## src/rtl/jsm_pkg.sv

```systemverilog
// ----------------------------------------------------------------------------
// jsm_pkg
// Shared types and constants of the JTAG scan master.
// ----------------------------------------------------------------------------
package jsm_pkg;

	localparam int DATA_WIDTH = 32;
	localparam int CNT_W      = 6;
	localparam int IDX_W      = $clog2(DATA_WIDTH);
	localparam int CFG_W      = 5;

	localparam logic [CNT_W-1:0] MAX_CNT         = CNT_W'(DATA_WIDTH);
	localparam logic [CNT_W-1:0] RESET_TMS_HIGH  = CNT_W'(5);
	localparam logic [CNT_W-1:0] ENTRY_LEN_IR    = CNT_W'(4);
	localparam logic [CNT_W-1:0] ENTRY_LEN_DR    = CNT_W'(3);

	typedef enum logic [1:0] {
		CMD_TAP_RESET = 2'd0,
		CMD_IR_SCAN   = 2'd1,
		CMD_DR_SCAN   = 2'd2,
		CMD_TICK      = 2'd3
	} cmd_t;

	typedef enum logic [2:0] {
		PH_IDLE   = 3'd0,
		PH_RESET  = 3'd1,
		PH_ENTRY  = 3'd2,
		PH_SHIFT  = 3'd3,
		PH_UPDATE = 3'd4
	} phase_t;

	typedef enum logic {
		CFG_TDI_IDLE   = 1'b0,
		CFG_STATUS_BIT = 1'b1
	} cfg_idx_t;

	typedef struct packed {
		logic             tdi_idle;
		logic [IDX_W-1:0] status_idx;
	} cfg_t;

	typedef struct packed {
		cmd_t                  cmd;
		logic [DATA_WIDTH-1:0] data;
		logic [CNT_W-1:0]      count;
		logic                  keep;
		logic                  tdo;
	} item_t;

	typedef struct packed {
		logic                  pin_valid;
		logic                  tms;
		logic                  tdi;
		logic                  scan_done;
		logic [DATA_WIDTH-1:0] captured;
		logic                  debug_mode;
		logic                  rejected;
	} result_t;

endpackage

```

## src/rtl/jsm_front.sv

```systemverilog
// ----------------------------------------------------------------------------
// jsm_front
// Accepts requests, normalizes the bit count and queues them (two entries).
// ----------------------------------------------------------------------------
module jsm_front (
	input  logic                          clk,
	input  logic                          arst_n,
	input  logic                          push,
	output logic                          full,
	input  logic [1:0]                    cmd,
	input  logic [jsm_pkg::DATA_WIDTH-1:0] shift_data,
	input  logic [jsm_pkg::CNT_W-1:0]     bit_count,
	input  logic                          keep_shifting,
	input  logic                          tdo,
	output jsm_pkg::item_t                item,
	output logic                          item_valid,
	input  logic                          item_take
);
	import jsm_pkg::*;

	item_t      q_mem [2];
	logic       wr_ptr_q;
	logic       rd_ptr_q;
	logic [1:0] cnt_q;
	item_t      cls;
	logic       do_push;
	logic       do_pop;

	// clamp the segment length to 1..DATA_WIDTH
	always_comb begin
		cls.cmd  = cmd_t'(cmd);
		cls.data = shift_data;
		cls.keep = keep_shifting;
		cls.tdo  = tdo;
		if (bit_count == '0) begin
			cls.count = CNT_W'(1);
		end else if (bit_count > MAX_CNT) begin
			cls.count = MAX_CNT;
		end else begin
			cls.count = bit_count;
		end
	end

	assign full       = (cnt_q == 2'd2);
	assign item_valid = (cnt_q != 2'd0);
	assign item       = q_mem[rd_ptr_q];
	assign do_push    = push && !full;
	assign do_pop     = item_take && item_valid;

	always_ff @(posedge clk) begin
		if (do_push) begin
			q_mem[wr_ptr_q] <= cls;
		end
	end

	always_ff @(posedge clk or negedge arst_n) begin
		if (!arst_n) begin
			wr_ptr_q <= 1'b0;
			rd_ptr_q <= 1'b0;
			cnt_q    <= 2'd0;
		end else begin
			if (do_push) begin
				wr_ptr_q <= ~wr_ptr_q;
			end
			if (do_pop) begin
				rd_ptr_q <= ~rd_ptr_q;
			end
			case ({do_push, do_pop})
				2'b10:   cnt_q <= cnt_q + 2'd1;
				2'b01:   cnt_q <= cnt_q - 2'd1;
				default: cnt_q <= cnt_q;
			endcase
		end
	end

endmodule

```

## src/rtl/jsm_resq.sv

```systemverilog
// ----------------------------------------------------------------------------
// jsm_resq
// Two-entry result queue between the engine and the result port.
// ----------------------------------------------------------------------------
module jsm_resq (
	input  logic             clk,
	input  logic             arst_n,
	input  logic             res_push,
	input  jsm_pkg::result_t res_in,
	output logic             res_ready,
	input  logic             pop,
	output logic             empty,
	output jsm_pkg::result_t res_out
);
	import jsm_pkg::*;

	result_t    q_mem [2];
	logic       wr_ptr_q;
	logic       rd_ptr_q;
	logic [1:0] cnt_q;
	logic       do_push;
	logic       do_pop;

	assign empty     = (cnt_q == 2'd0);
	assign do_pop    = pop && !empty;
	// a full queue still takes a request in the cycle its head leaves
	assign res_ready = (cnt_q != 2'd2) || do_pop;
	assign do_push   = res_push && res_ready;
	assign res_out   = q_mem[rd_ptr_q];

	always_ff @(posedge clk) begin
		if (do_push) begin
			q_mem[wr_ptr_q] <= res_in;
		end
	end

	always_ff @(posedge clk or negedge arst_n) begin
		if (!arst_n) begin
			wr_ptr_q <= 1'b0;
			rd_ptr_q <= 1'b0;
			cnt_q    <= 2'd0;
		end else begin
			if (do_push) begin
				wr_ptr_q <= ~wr_ptr_q;
			end
			if (do_pop) begin
				rd_ptr_q <= ~rd_ptr_q;
			end
			case ({do_push, do_pop})
				2'b10:   cnt_q <= cnt_q + 2'd1;
				2'b01:   cnt_q <= cnt_q - 2'd1;
				default: cnt_q <= cnt_q;
			endcase
		end
	end

endmodule

```

## src/rtl/jsm_engine.sv

```systemverilog
// ----------------------------------------------------------------------------
// jsm_engine
// TAP sequencer: runs one queued request per clock while the result queue has room, and forms its result.
// ----------------------------------------------------------------------------
module jsm_engine (
	input  logic             clk,
	input  logic             arst_n,
	input  jsm_pkg::cfg_t    cfg,
	input  jsm_pkg::item_t   item,
	input  logic             item_valid,
	output logic             item_take,
	output logic             res_push,
	output jsm_pkg::result_t res,
	input  logic             res_ready
);
	import jsm_pkg::*;

	phase_t                phase_q, phase_n;
	logic [CNT_W-1:0]      step_q, step_n;
	logic [DATA_WIDTH-1:0] out_shift_q, out_shift_n;
	logic [DATA_WIDTH-1:0] in_shift_q, in_shift_n;
	logic [CNT_W-1:0]      bits_left_q, bits_left_n;
	logic                  is_ir_q, is_ir_n;
	logic                  hold_q, hold_n;
	logic                  in_dr_q, in_dr_n;
	logic [CNT_W-1:0]      step_inc;
	logic                  seg_end;

	assign item_take = item_valid && res_ready;
	assign res_push  = item_take;
	assign step_inc  = step_q + CNT_W'(1);
	assign seg_end   = (bits_left_q <= CNT_W'(1));

	always_ff @(posedge clk or negedge arst_n) begin
		if (!arst_n) begin
			phase_q     <= PH_IDLE;
			step_q      <= '0;
			out_shift_q <= '0;
			in_shift_q  <= '0;
			bits_left_q <= '0;
			is_ir_q     <= 1'b0;
			hold_q      <= 1'b0;
			in_dr_q     <= 1'b0;
		end else begin
			phase_q     <= phase_n;
			step_q      <= step_n;
			out_shift_q <= out_shift_n;
			in_shift_q  <= in_shift_n;
			bits_left_q <= bits_left_n;
			is_ir_q     <= is_ir_n;
			hold_q      <= hold_n;
			in_dr_q     <= in_dr_n;
		end
	end

	always_comb begin
		phase_n     = phase_q;
		step_n      = step_q;
		out_shift_n = out_shift_q;
		in_shift_n  = in_shift_q;
		bits_left_n = bits_left_q;
		is_ir_n     = is_ir_q;
		hold_n      = hold_q;
		in_dr_n     = in_dr_q;
		res         = '0;

		if (item_take) begin
			if (item.cmd != CMD_TICK) begin
				// scan commands start only from idle; no IR while parked in Shift-DR
				if (phase_q != PH_IDLE || (item.cmd == CMD_IR_SCAN && in_dr_q)) begin
					res.rejected = 1'b1;
				end else begin
					step_n     = '0;
					in_shift_n = '0;
					unique case (item.cmd)
						CMD_TAP_RESET: begin
							phase_n = PH_RESET;
							in_dr_n = 1'b0;
							hold_n  = 1'b0;
							is_ir_n = 1'b0;
						end
						CMD_IR_SCAN: begin
							bits_left_n = item.count;
							out_shift_n = item.data;
							is_ir_n     = 1'b1;
							hold_n      = 1'b0;
							phase_n     = PH_ENTRY;
						end
						default: begin
							bits_left_n = item.count;
							out_shift_n = item.data;
							is_ir_n     = 1'b0;
							hold_n      = item.keep;
							// parked in Shift-DR: skip the entry walk
							phase_n     = in_dr_q ? PH_SHIFT : PH_ENTRY;
						end
					endcase
				end
			end else begin
				unique case (phase_q)
					PH_IDLE: begin
						phase_n = PH_IDLE;
					end
					PH_RESET: begin
						res.pin_valid = 1'b1;
						res.tdi       = cfg.tdi_idle;
						if (step_q >= RESET_TMS_HIGH) begin
							res.tms       = 1'b0;
							res.scan_done = 1'b1;
							phase_n       = PH_IDLE;
							step_n        = '0;
						end else begin
							res.tms = 1'b1;
							step_n  = step_inc;
						end
					end
					PH_ENTRY: begin
						res.pin_valid = 1'b1;
						res.tdi       = cfg.tdi_idle;
						res.tms       = (step_q == '0) || (is_ir_q && step_q == CNT_W'(1));
						if (step_inc >= (is_ir_q ? ENTRY_LEN_IR : ENTRY_LEN_DR)) begin
							phase_n = PH_SHIFT;
							step_n  = '0;
						end else begin
							step_n = step_inc;
						end
					end
					PH_SHIFT: begin
						res.pin_valid = 1'b1;
						res.tdi       = out_shift_q[0];
						res.tms       = seg_end && !hold_q;
						in_shift_n    = in_shift_q
							| (DATA_WIDTH'(item.tdo) << step_q[IDX_W-1:0]);
						out_shift_n   = out_shift_q >> 1;
						step_n        = step_inc;
						if (bits_left_q != '0) begin
							bits_left_n = bits_left_q - CNT_W'(1);
						end
						if (seg_end) begin
							if (hold_q) begin
								phase_n       = PH_IDLE;
								in_dr_n       = 1'b1;
								step_n        = '0;
								res.scan_done = 1'b1;
								res.captured  = in_shift_n;
							end else begin
								phase_n = PH_UPDATE;
							end
						end
					end
					PH_UPDATE: begin
						res.pin_valid  = 1'b1;
						res.tms        = 1'b1;
						res.tdi        = cfg.tdi_idle;
						res.scan_done  = 1'b1;
						res.captured   = in_shift_q;
						res.debug_mode = is_ir_q && in_shift_q[cfg.status_idx];
						phase_n        = PH_IDLE;
						in_dr_n        = 1'b0;
						step_n         = '0;
					end
					default: begin
						phase_n = PH_IDLE;
					end
				endcase
			end
		end
	end

`ifndef SYNTH
	a_shift_has_bits: assert property (@(posedge clk) disable iff (!arst_n)
		phase_q == PH_SHIFT |-> bits_left_q != '0)
		else $error("shift phase with no bits left");

	a_update_to_idle: assert property (@(posedge clk) disable iff (!arst_n)
		(phase_q == PH_UPDATE && item_take && item.cmd == CMD_TICK) |=> phase_q == PH_IDLE)
		else $error("update tick did not return to idle");

	a_no_ir_parked: assert property (@(posedge clk) disable iff (!arst_n)
		(in_dr_q && phase_q != PH_IDLE) |-> !is_ir_q)
		else $error("IR scan running while parked in Shift-DR");

	a_entry_step: assert property (@(posedge clk) disable iff (!arst_n)
		phase_q == PH_ENTRY |-> step_q < ENTRY_LEN_IR)
		else $error("entry walk step out of range");
`endif

endmodule

```

## src/rtl/jtag_scan_master_top.sv

```systemverilog
// ----------------------------------------------------------------------------
// jtag_scan_master_top
// JTAG TAP master shift engine with queue-style request and result ports.
// ----------------------------------------------------------------------------
// Every request (TAP reset, IR scan, DR scan or one TCK tick) gives exactly
// one result, in order. Scan commands load the sequencer and are accepted
// only when it is idle (otherwise the result has rejected set); each tick
// request then drives its TCK pulse and reports pin_valid, tms and tdi for
// it, samples its tdo into the capture word in the shift phase, and flags
// scan_done on the tick that ends the command, with captured (and
// debug_mode for IR scans) valid there. A TAP reset takes six ticks, an IR
// scan 4 + bit_count + 1, a DR scan 3 + bit_count + 1; a DR segment with
// keep_shifting set ends in Shift-DR after its entry walk (3 ticks, none
// when already parked) and bit_count shift ticks, and the next DR scan
// shifts at once. Throughput is one request per clock while the result
// queue has room: the sequencer retires one queued request per cycle, and
// its state update is the only loop. A request's result reaches the result
// port after passing the request queue and then the result queue (the
// sequencer takes it from the request queue and writes its result into the
// result queue); both queues hold two entries, so either side may stall on
// its own. Write the configuration registers only while no request is in
// flight.
// ----------------------------------------------------------------------------
module jtag_scan_master_top (
	input  logic                           clk,
	input  logic                           arst_n,
	// request side
	input  logic                           push,
	output logic                           full,
	input  logic [1:0]                     cmd,
	input  logic [jsm_pkg::DATA_WIDTH-1:0] shift_data,
	input  logic [jsm_pkg::CNT_W-1:0]      bit_count,
	input  logic                           keep_shifting,
	input  logic                           tdo,
	// result side
	output logic                           empty,
	input  logic                           pop,
	output logic                           pin_valid,
	output logic                           tms,
	output logic                           tdi,
	output logic                           scan_done,
	output logic [jsm_pkg::DATA_WIDTH-1:0] captured,
	output logic                           debug_mode,
	output logic                           rejected,
	// configuration
	input  logic                           cfg_we,
	input  logic                           cfg_index,
	input  logic [jsm_pkg::CFG_W-1:0]      cfg_wdata
);
	import jsm_pkg::*;

	cfg_t    cfg_q;
	item_t   item;
	logic    item_valid;
	logic    item_take;
	logic    res_push;
	logic    res_ready;
	result_t res_eng;
	result_t res_head;

	// config registers: index 0 = idle TDI level, index 1 = status bit select
	always_ff @(posedge clk or negedge arst_n) begin
		if (!arst_n) begin
			cfg_q.tdi_idle   <= 1'b1;
			cfg_q.status_idx <= IDX_W'(2);
		end else if (cfg_we) begin
			unique case (cfg_idx_t'(cfg_index))
				CFG_TDI_IDLE:   cfg_q.tdi_idle   <= cfg_wdata[0];
				CFG_STATUS_BIT: cfg_q.status_idx <= cfg_wdata[IDX_W-1:0];
				default:        cfg_q            <= cfg_q;
			endcase
		end
	end

	// front: classify and buffer requests
	jsm_front u_front (
		.clk           (clk),
		.arst_n        (arst_n),
		.push          (push),
		.full          (full),
		.cmd           (cmd),
		.shift_data    (shift_data),
		.bit_count     (bit_count),
		.keep_shifting (keep_shifting),
		.tdo           (tdo),
		.item          (item),
		.item_valid    (item_valid),
		.item_take     (item_take)
	);

	// back: TAP sequencer
	jsm_engine u_engine (
		.clk        (clk),
		.arst_n     (arst_n),
		.cfg        (cfg_q),
		.item       (item),
		.item_valid (item_valid),
		.item_take  (item_take),
		.res_push   (res_push),
		.res        (res_eng),
		.res_ready  (res_ready)
	);

	// results wait here until popped
	jsm_resq u_resq (
		.clk       (clk),
		.arst_n    (arst_n),
		.res_push  (res_push),
		.res_in    (res_eng),
		.res_ready (res_ready),
		.pop       (pop),
		.empty     (empty),
		.res_out   (res_head)
	);

	assign pin_valid  = res_head.pin_valid;
	assign tms        = res_head.tms;
	assign tdi        = res_head.tdi;
	assign scan_done  = res_head.scan_done;
	assign captured   = res_head.captured;
	assign debug_mode = res_head.debug_mode;
	assign rejected   = res_head.rejected;

endmodule

```

## config.mk

```make
export PLATFORM = sky130hd
export DESIGN_NAME = jtag_scan_master_top
export DESIGN_NICKNAME = d
export VERILOG_FILES = /design/src/rtl/jsm_pkg.sv /design/src/rtl/jsm_front.sv /design/src/rtl/jsm_resq.sv /design/src/rtl/jsm_engine.sv /design/src/rtl/jtag_scan_master_top.sv
export SDC_FILE = /design/constraint.sdc
export NUM_CORES = 1
export LEC_CHECK = 0
export BUFFER_PORTS_ARGS = -buffer_cell sky130_fd_sc_hd__buf_2
export CAP_MARGIN = 25
export CORE_UTILIZATION = 60
export DETAILED_ROUTE_END_ITERATION = 10
export PLACE_DENSITY = 0.8
export SLEW_MARGIN = 20
export SYNTH_ARGS = -nofsm -noshare
export SYNTH_HDL_FRONTEND = slang
export SYNTH_SLANG_ARGS = --single-unit
export TNS_END_PERCENT = 20
```

## constraint.sdc

```tcl
create_clock -name clk -period 9.1 [get_ports clk]
set_input_delay 0.91 -clock clk [delete_from_list [all_inputs] [get_ports clk]]
set_output_delay 0.91 -clock clk [all_outputs]
set_load 0.01 [all_outputs]
```

==> metrics, run 1 <==
run status finished, violations left; failing checks DRC; most common cell after layout, fill and taps aside edfxtp_1; Die Wd 139.1 µm; Req. time, crit path 9.50 ns; n_diodes 0; Lkg Pwr 5.057 nW; relative slew slack 0.3408; cts bufs inserted 26; Resize count post-CTS 0; final count of pins violating max slew 0; initial antenna violation count 0; total chip power 4.308 mW; final clock skew 0.009709 ns; global route hottest layer met2; Mapped Cells 864; Hold Vio Cnt, Final 0; die height 139.1 µm; grt total ovfl 0; Ys Warns 0; area grow syn2layout 13.40%; area of the multi-input gates 0.003795 mm²; Avg Cell Area, Syn 13.04 µm²; gr usage total 0.2312; Worst-path clk slew 0.06 ns; design area 0.01278 mm²; vias in the first global route 7004; GPL Wtd Cong 0.9193; syn nets 931; first-pass GRT wire length 35250 µm; Via density 5.956; ys async rst share 0.3750; TNS Setup 0 ns; setup bufs post-CTS 0; final critical-path share of the clock period 0.3994; number of I/O pins 93; die area 0.01934 mm²; unrepaired setup endpoints after global routing no; Nets 1008; first-pass iteration count of the detailed router 10; Sink Count 256; pin count of the biggest net entering global routing 86; # DRC 6; fmax 275.1 MHz; met2 usage 0.3862; PD cells 337.1 mW/mm²; Worst R2R Setup Slack 5.47 ns; crit path to u_engine.in_shift_q[19]; crit path time final 3.635 ns; H-tree Lvls 1; TritonCTS clock tree yes; critical path endpoint category flop; crit path DAT 4.04 ns; post-placement cell area 0.01186 mm²; routed len/inst 18.52 µm; register area 0.007211 mm²; Crit Path Class reg2reg; Post-Syn Area 0.01127 mm²; most frequent cells in the layout edfxtp_1 (160), nor2_1 (107), dfrtp_1 (93), buf_2 (91), a21oi_1 (57); via count 7088; Clk Latency, worst-skew pair 0.53 ns; r2r endpoint u_engine.in_shift_q[19]; port buffer count 92; Final setup viols 0; floorplan row count 49; number of synthesized register bits 256; WL final 22040 µm; crit path launch u_front.rd_ptr_q; reg2reg path depth 7; Post-synth EDFFs 160; GR Util met1 0.3075; Hold Crit Class in2async; core area 0.01821 mm²; CTS Root Cell clkbuf_16; max_cap viols 0; met3 Use GR 0.04109; Worst Tran Pin Value 0.9860 ns; Starting Density 0.6190; hold buffers post-CTS 0; Reg-to-Reg Start u_front.rd_ptr_q; Worst VDD drop 243.5 µV; number of fill cells 1288; DRT antenna net count 0; Max Root-Sink Buffers 3; post-synthesis cell type count 60; Post-DP HPWL 13810 µm; drt first-iter violations 515; top_reg_cell synth edfxtp_1; register area share after synthesis 0.6397; CP max FO 85; crit start category flop; ratio of cells with drive above 1 in the final layout 0.2300
-- critical path, stage by stage, from the launching register on --
cell and delay [ns]:
dfrtp_2 0.36, buf_4 0.56, mux2_2 0.45, ha_2 0.18, buf_4 0.35, inv_1 0.32
nand3_1 0.73, a22o_1 0.51
-- layer usage --
metal,share of wire,vias up
met5,0,-
met4,0.033,0
met3,0.051,48
met2,0.48,225
met1,0.43,3456
li1,-,3359
-- where the power goes --
part           leakage (nW)  internal (mW)  switching [mW]  total, mW
combinational          1.86          0.576           0.842       1.42
sequential             2.77           1.67           0.188       1.85
clock                 0.418          0.615           0.421       1.04
total                  5.06           2.86            1.45       4.31
-- synth_stat cells (5+ instances only) --
library cell / n / area (µm²)
edfxtp_1: 160 / 4805
nor2_1: 109 / 409.1
dfrtp_1: 94 / 2352
a21oi_1: 57 / 285.3
nand2_1: 54 / 202.7
mux2_2: 48 / 540.5
o21ai_0: 40 / 200.2
mux2i_1: 39 / 390.4
a22oi_1: 31 / 232.7
clkbuf_1: 24 / 90.09
a22o_1: 23 / 201.4
buf_2: 19 / 95.09
ha_1: 14 / 175.2
nor2b_1: 13 / 81.33
inv_1: 12 / 45.04
nand3_1: 10 / 50.05
mux4_2: 9 / 202.7
xnor2_1: 9 / 78.83
buf_1: 7 / 26.28
nor3_1: 7 / 35.03
and3_1: 6 / 37.54
a211oi_1: 5 / 37.54
nand2b_1: 5 / 31.28
xor2_1: 5 / 43.79
-- worst min-delay path by stage --
stage,startpoint,endpoint,cells after the start,slack (ns)
finish,arst_n,u_engine.out_shift_q[28],1,0.30
global route,arst_n,u_engine.out_shift_q[31],1,0.31
CTS,arst_n,u_engine.out_shift_q[29],1,0.29
detailed placement,u_resq.rd_ptr_q,u_resq.rd_ptr_q,1,0.46
global placement,u_resq.rd_ptr_q,u_resq.rd_ptr_q,1,0.46
floorplan,u_engine.out_shift_q[31],u_engine.out_shift_q[31],2,0.45
-- registers in the layout, indices dropped and copies added (netlist names), 3 cells and up --
name	flops
u_engine.out_shift_q	32
u_engine.in_shift_q	32
cfg_q	6
u_front.q_mem	84
u_engine.phase_q	3
u_engine.step_q	6
u_engine.bits_left_q	6
u_resq.q_mem	76
-- through the flow --
stage	worst slack, ns	utilization	hold WS [ns]	cells
after floorplan	5.888	-	0.4488	864
after global placement	5.447	0.6512	0.4582	1139
after detailed placement	5.328	0.6512	0.4638	1139
after CTS	5.338	0.6981	0.2920	1187
after global routing	5.164	0.7019	0.3128	1190
final	5.465	0.7019	0.2963	1190
-- cells by family (layout without fill, tap and decap cells) --
logic type,count (synthesis),after routing,share of synthesized area
AND/OR/NAND/NOR,228,228,0.09569
flip-flops,256,256,0.6397
multiplexers,96,96,0.1006
adder cells (fa/ha/maj),14,14,0.01554
XOR/XNOR,14,14,0.01088
buffers and inverters,67,164,0.02609
AO/OA/AOI/OAI,189,189,0.1116
-- layout make-up --
type,instances,area share
Sequential cell,256,0.5642
Multi-Input combinational cell,541,0.2969
Clock buffer,42,0.06402
Timing Repair Buffer,102,0.04562
Tap cell,229,0.02242
Inverter,14,0.004112
Clock inverter,6,0.002741
Power figures use the tool's default switching activity.
==> inputs of run 2 (changes only) <==
clock period = 3.8 ns   (was 9.1 ns; I/O delays follow)
==> metrics, run 2 (same netlist as run 1, synthesis figures left out) <==
vias in the first global route 7235; reg2reg path depth 6; critical path endpoint category flop; Req. time, crit path 4.15 ns; Lkg Pwr 5.061 nW; unrepaired setup endpoints after global routing no; GPL Wtd Cong 0.8866; most frequent cells in the layout edfxtp_1 (160), nor2_1 (107), dfrtp_1 (93), buf_2 (91), a21oi_1 (57); area grow syn2layout 13.61%; fmax 327.7 MHz; Top Registers u_front.q_mem: 84 flops, u_resq.q_mem: 76 flops; die area 0.01934 mm²; ratio of cells with drive above 1 in the final layout 0.2326; port buffer count 92; max_cap viols 0; Hold Vio Cnt, Final 0; Hold Crit Depth 1; gr usage total 0.2407; r2r endpoint u_resq.q_mem[0][4]; CTS Root Cell clkbuf_16; # DRC 12; number of I/O pins 93; hold_sp shift_data[8]; Worst Tran Pin Value 1.011 ns; Hold EP u_front.q_mem[0][16]; Max Root-Sink Buffers 3; Hold Crit Class in2reg; drt first-iter violations 628; WL final 22600 µm; Worst R2R Setup Slack 0.75 ns; core area 0.01821 mm²; CP max FO 44; most common cell after layout, fill and taps aside edfxtp_1; Clk Latency, worst-skew pair 0.52 ns; relative slew slack 0.3261; floorplan row count 49; H-tree Lvls 1; Largest Register u_front.q_mem; final count of pins violating max slew 0; routed len/inst 18.91 µm; TritonCTS clock tree yes; setup bufs post-CTS 0; first-pass GRT wire length 36670 µm; post-route insts no fill 1195; Reg-to-Reg Start u_front.rd_ptr_q; crit path DAT 3.40 ns; first-pass iteration count of the detailed router 10; Final setup viols 0; cts bufs inserted 26; via count 7245; Sink Count 256; Die Wd 139.1 µm; TNS Setup 0 ns; Worst VDD drop 521.2 µV; Post-DP HPWL 14460 µm; grt total ovfl 0; Via density 6.063; crit start category flop; initial antenna violation count 3; cell count after placement 1142; crit path time final 3.051 ns; Starting Density 0.6190; max reg flops 84; PD cells 810.2 mW/mm²; register area 0.007211 mm²; area of the multi-input gates 0.003792 mm²; die height 139.1 µm; DRT antenna net count 0; Crit Path Class reg2reg; final clock skew 0.01134 ns; failing checks DRC; final critical-path share of the clock period 0.8030; pin count of the biggest net entering global routing 76; Nets 1010; number of fill cells 1236; Worst-path clk slew 0.06 ns; run status finished, violations left
==> run 2: timing repair <==
action | 4_1_cts | 5_1_grt
resized for setup | 0 | 0
setup endpoints to repair | 0 | 0
endpoints found under the hold margin | 0 | 38
hold buffers | 0 | 1
==> run 2: cell type report <==
type | count | share of cell area
antenna | 3 | 0.0005863
clock buffer | 38 | 0.06166
clock inverter | 10 | 0.006645
inverter | 14 | 0.004104
multi-input combinational | 541 | 0.2962
sequential | 256 | 0.5631
tap | 229 | 0.02238
timing repair buffer | 104 | 0.04534
==> run 2: stage by stage <==
step	util	hold slack [ns]	area (µm²)	setup WS (ns)	total power, mW
2_1_floorplan	-	0.08441	11270	0.9068	6.876
6_report	0.7032	0.04543	12800	0.7486	10.37
4_1_cts	0.7012	0.03158	12770	0.8623	10.44
5_1_grt	0.7029	0.02847	12800	0.6470	10.97
3_5_place_dp	0.6531	0.4704	11890	0.9078	7.863
3_3_place_gp	0.6520	0.4605	11870	0.9165	7.711
==> run 2: per-layer routing <==
layer,global-route usage,vias up,routed length [µm],share of wire
met2,0.4054,308,11160,0.49
met3,0.04178,55,1572,0.070
li1,-,3364,-,-
met5,0.01754,-,0,0
met4,0.09708,0,699,0.031
met1,0.3108,3518,9170,0.41
==> run 2: worst max path at each step <==
stage,start,to
after global placement,u_front.rd_ptr_q,u_engine.bits_left_q[4]
after global routing,u_front.rd_ptr_q,u_engine.bits_left_q[2]
after detailed placement,u_front.rd_ptr_q,u_resq.q_mem[1][4]
after floorplan,u_front.cnt_q[0],u_front.q_mem[0][0]
after CTS,u_front.rd_ptr_q,u_resq.q_mem[0][4]
final,u_front.rd_ptr_q,u_resq.q_mem[0][4]
==> run 2: where the power goes <==
| group | switching, mW | total (mW) | internal (mW) |
|---|---|---|---|
| Clock | 1.04 | 2.55 | 1.51 |
| Combinational | 2.02 | 3.36 | 1.35 |
| Sequential | 0.461 | 4.46 | 3.99 |
==> run 2: worst max-delay path, cell delays in order (launching register included) <==
cell	delay, ns
dfrtp_2	0.38
buf_4	0.55
mux2i_1	0.37
or3_1	0.41
nor2_1	0.71
a22oi_1	0.17
nor2_1	0.23
==> inputs of run 3 (changes only) <==
clock period = 3.1 ns   (was 3.8 ns; I/O delays follow)
==> metrics, run 3 (same netlist as run 1, synthesis figures left out) <==
PD cells 958.6 mW/mm²; post-placement cell area 0.01200 mm²; pin count of the biggest net entering global routing 71; routed len/inst 18.44 µm; die height 139.1 µm; Nets 1059; # DRC 12; final count of pins violating max slew 0; H-tree Lvls 1; max reg flops 84; initial antenna violation count 3; Die Wd 139.1 µm; cell count after placement 1155; most frequent cells in the layout edfxtp_1 (160), nor2_1 (107), dfrtp_1 (93), buf_2 (91), a21oi_1 (57); reg2reg path depth 9; TNS Setup 0 ns; Hold Crit Class in2reg; run status finished, violations left; Worst VDD drop 602.6 µV; grt total ovfl 0; CTS Root Cell clkbuf_16; floorplan row count 49; most common cell after layout, fill and taps aside edfxtp_1; Top Registers u_front.q_mem: 84 flops, u_resq.q_mem: 76 flops; Final setup viols 0; Starting Density 0.6190; Via density 5.954; Hold Crit Depth 1; cts bufs inserted 26; crit path DAT 3.01 ns; Clk Latency, worst-skew pair 0.54 ns; CP max FO 66; Post-DP HPWL 14190 µm; first-pass iteration count of the detailed router 8; post-layout util 0.7254; vias in the first global route 7548; relative slew slack 0.4507; number of fill cells 1199; drt first-iter violations 507; post-route insts no fill 1244; Lkg Pwr 5.258 nW; Worst Tran Pin Value 0.8010 ns; die area 0.01934 mm²; first-pass GRT wire length 37590 µm; design area 0.01321 mm²; Largest Register u_front.q_mem; failing checks DRC; crit start category flop; final clock skew 0.01730 ns; Sink Count 256; TritonCTS clock tree yes; DRT antenna net count 0; WL final 22940 µm; Req. time, crit path 3.51 ns; critical path endpoint category flop; Hold Vio Cnt, Final 0; setup bufs post-CTS 0; GPL Wtd Cong 0.8978; ratio of cells with drive above 1 in the final layout 0.2263; gr usage total 0.2458; final critical-path share of the clock period 0.8403; Crit Path Class reg2reg; port buffer count 92; area grow syn2layout 17.20%; Worst-path clk slew 0.06 ns; Post-Place Setup Slack 0.4829 ns; Max Root-Sink Buffers 3; unrepaired setup endpoints after global routing no; core area 0.01821 mm²; max_cap viols 0; via count 7407; Worst Setup Slack, final 0.4951 ns; fmax 383.9 MHz; crit path time final 2.605 ns; number of I/O pins 93
## run 3: what timing repair did
action                    in CTS  in global routing
resized for setup              0                  0
hold buffers                  38                  0
hold endpoints to repair     108                  0
## run 3: report_power, final
group          switching (mW)  internal (mW)  leakage [nW]
Sequential              0.536           4.89          2.77
Combinational            2.49           1.70          2.08
Clock                    1.26           1.77         0.401
## run 3: path summary, 6_finish.rpt
path	startpoint	to	slack, ns
worst max-delay path	u_front.rd_ptr_q	u_engine.bits_left_q[2]	0.50
worst min-delay path	bit_count[5]	u_front.q_mem[0][7]	0.03
worst max register to register	u_front.rd_ptr_q	u_engine.bits_left_q[2]	0.50
worst min register to register	u_resq.rd_ptr_q	u_resq.rd_ptr_q	0.47
max in group asynchronous	arst_n	cfg_q[1]	2.12
min in group asynchronous	arst_n	u_engine.out_shift_q[31]	0.31
## run 3: metrics by stage
stage	hold WS, ns	total power, mW
2_1_floorplan	0.01441	8.428
3_3_place_gp	0.4595	9.442
3_5_place_dp	0.3238	9.617
4_1_cts	0.02098	12.69
5_1_grt	0.02437	13.40
6_report	0.03428	12.66
## run 3: critical path, stage by stage, from the launching register on
cell and delay, ns:
dfrtp_2 0.40, mux2i_1 0.53, ha_1 0.34, a2111oi_4 0.13, a22o_1 0.24, nand2_2 0.09, buf_4 0.45, nor3_1 0.10
a21oi_1 0.12, o21ai_0 0.09
## run 3: metal layers
metal	up-vias	wire length [µm]	track usage
li1	3453	-	-
met1	3618	9312	0.3123
met2	277	11440	0.4232
met3	57	1552	0.05180
met4	2	618	0.08012
met5	-	11	0
## run 3: layout make-up
type | count | area, µm² | share of cell area
inverter | 14 | 52.55 | 0.003978
clock inverter | 8 | 100.1 | 0.007578
antenna | 3 | 7.507 | 0.0005683
clock buffer | 40 | 723.2 | 0.05475
tap | 229 | 286.5 | 0.02169
multi-input combinational | 541 | 3792 | 0.2871
sequential | 256 | 7211 | 0.5459
timing repair buffer | 153 | 1036 | 0.07843
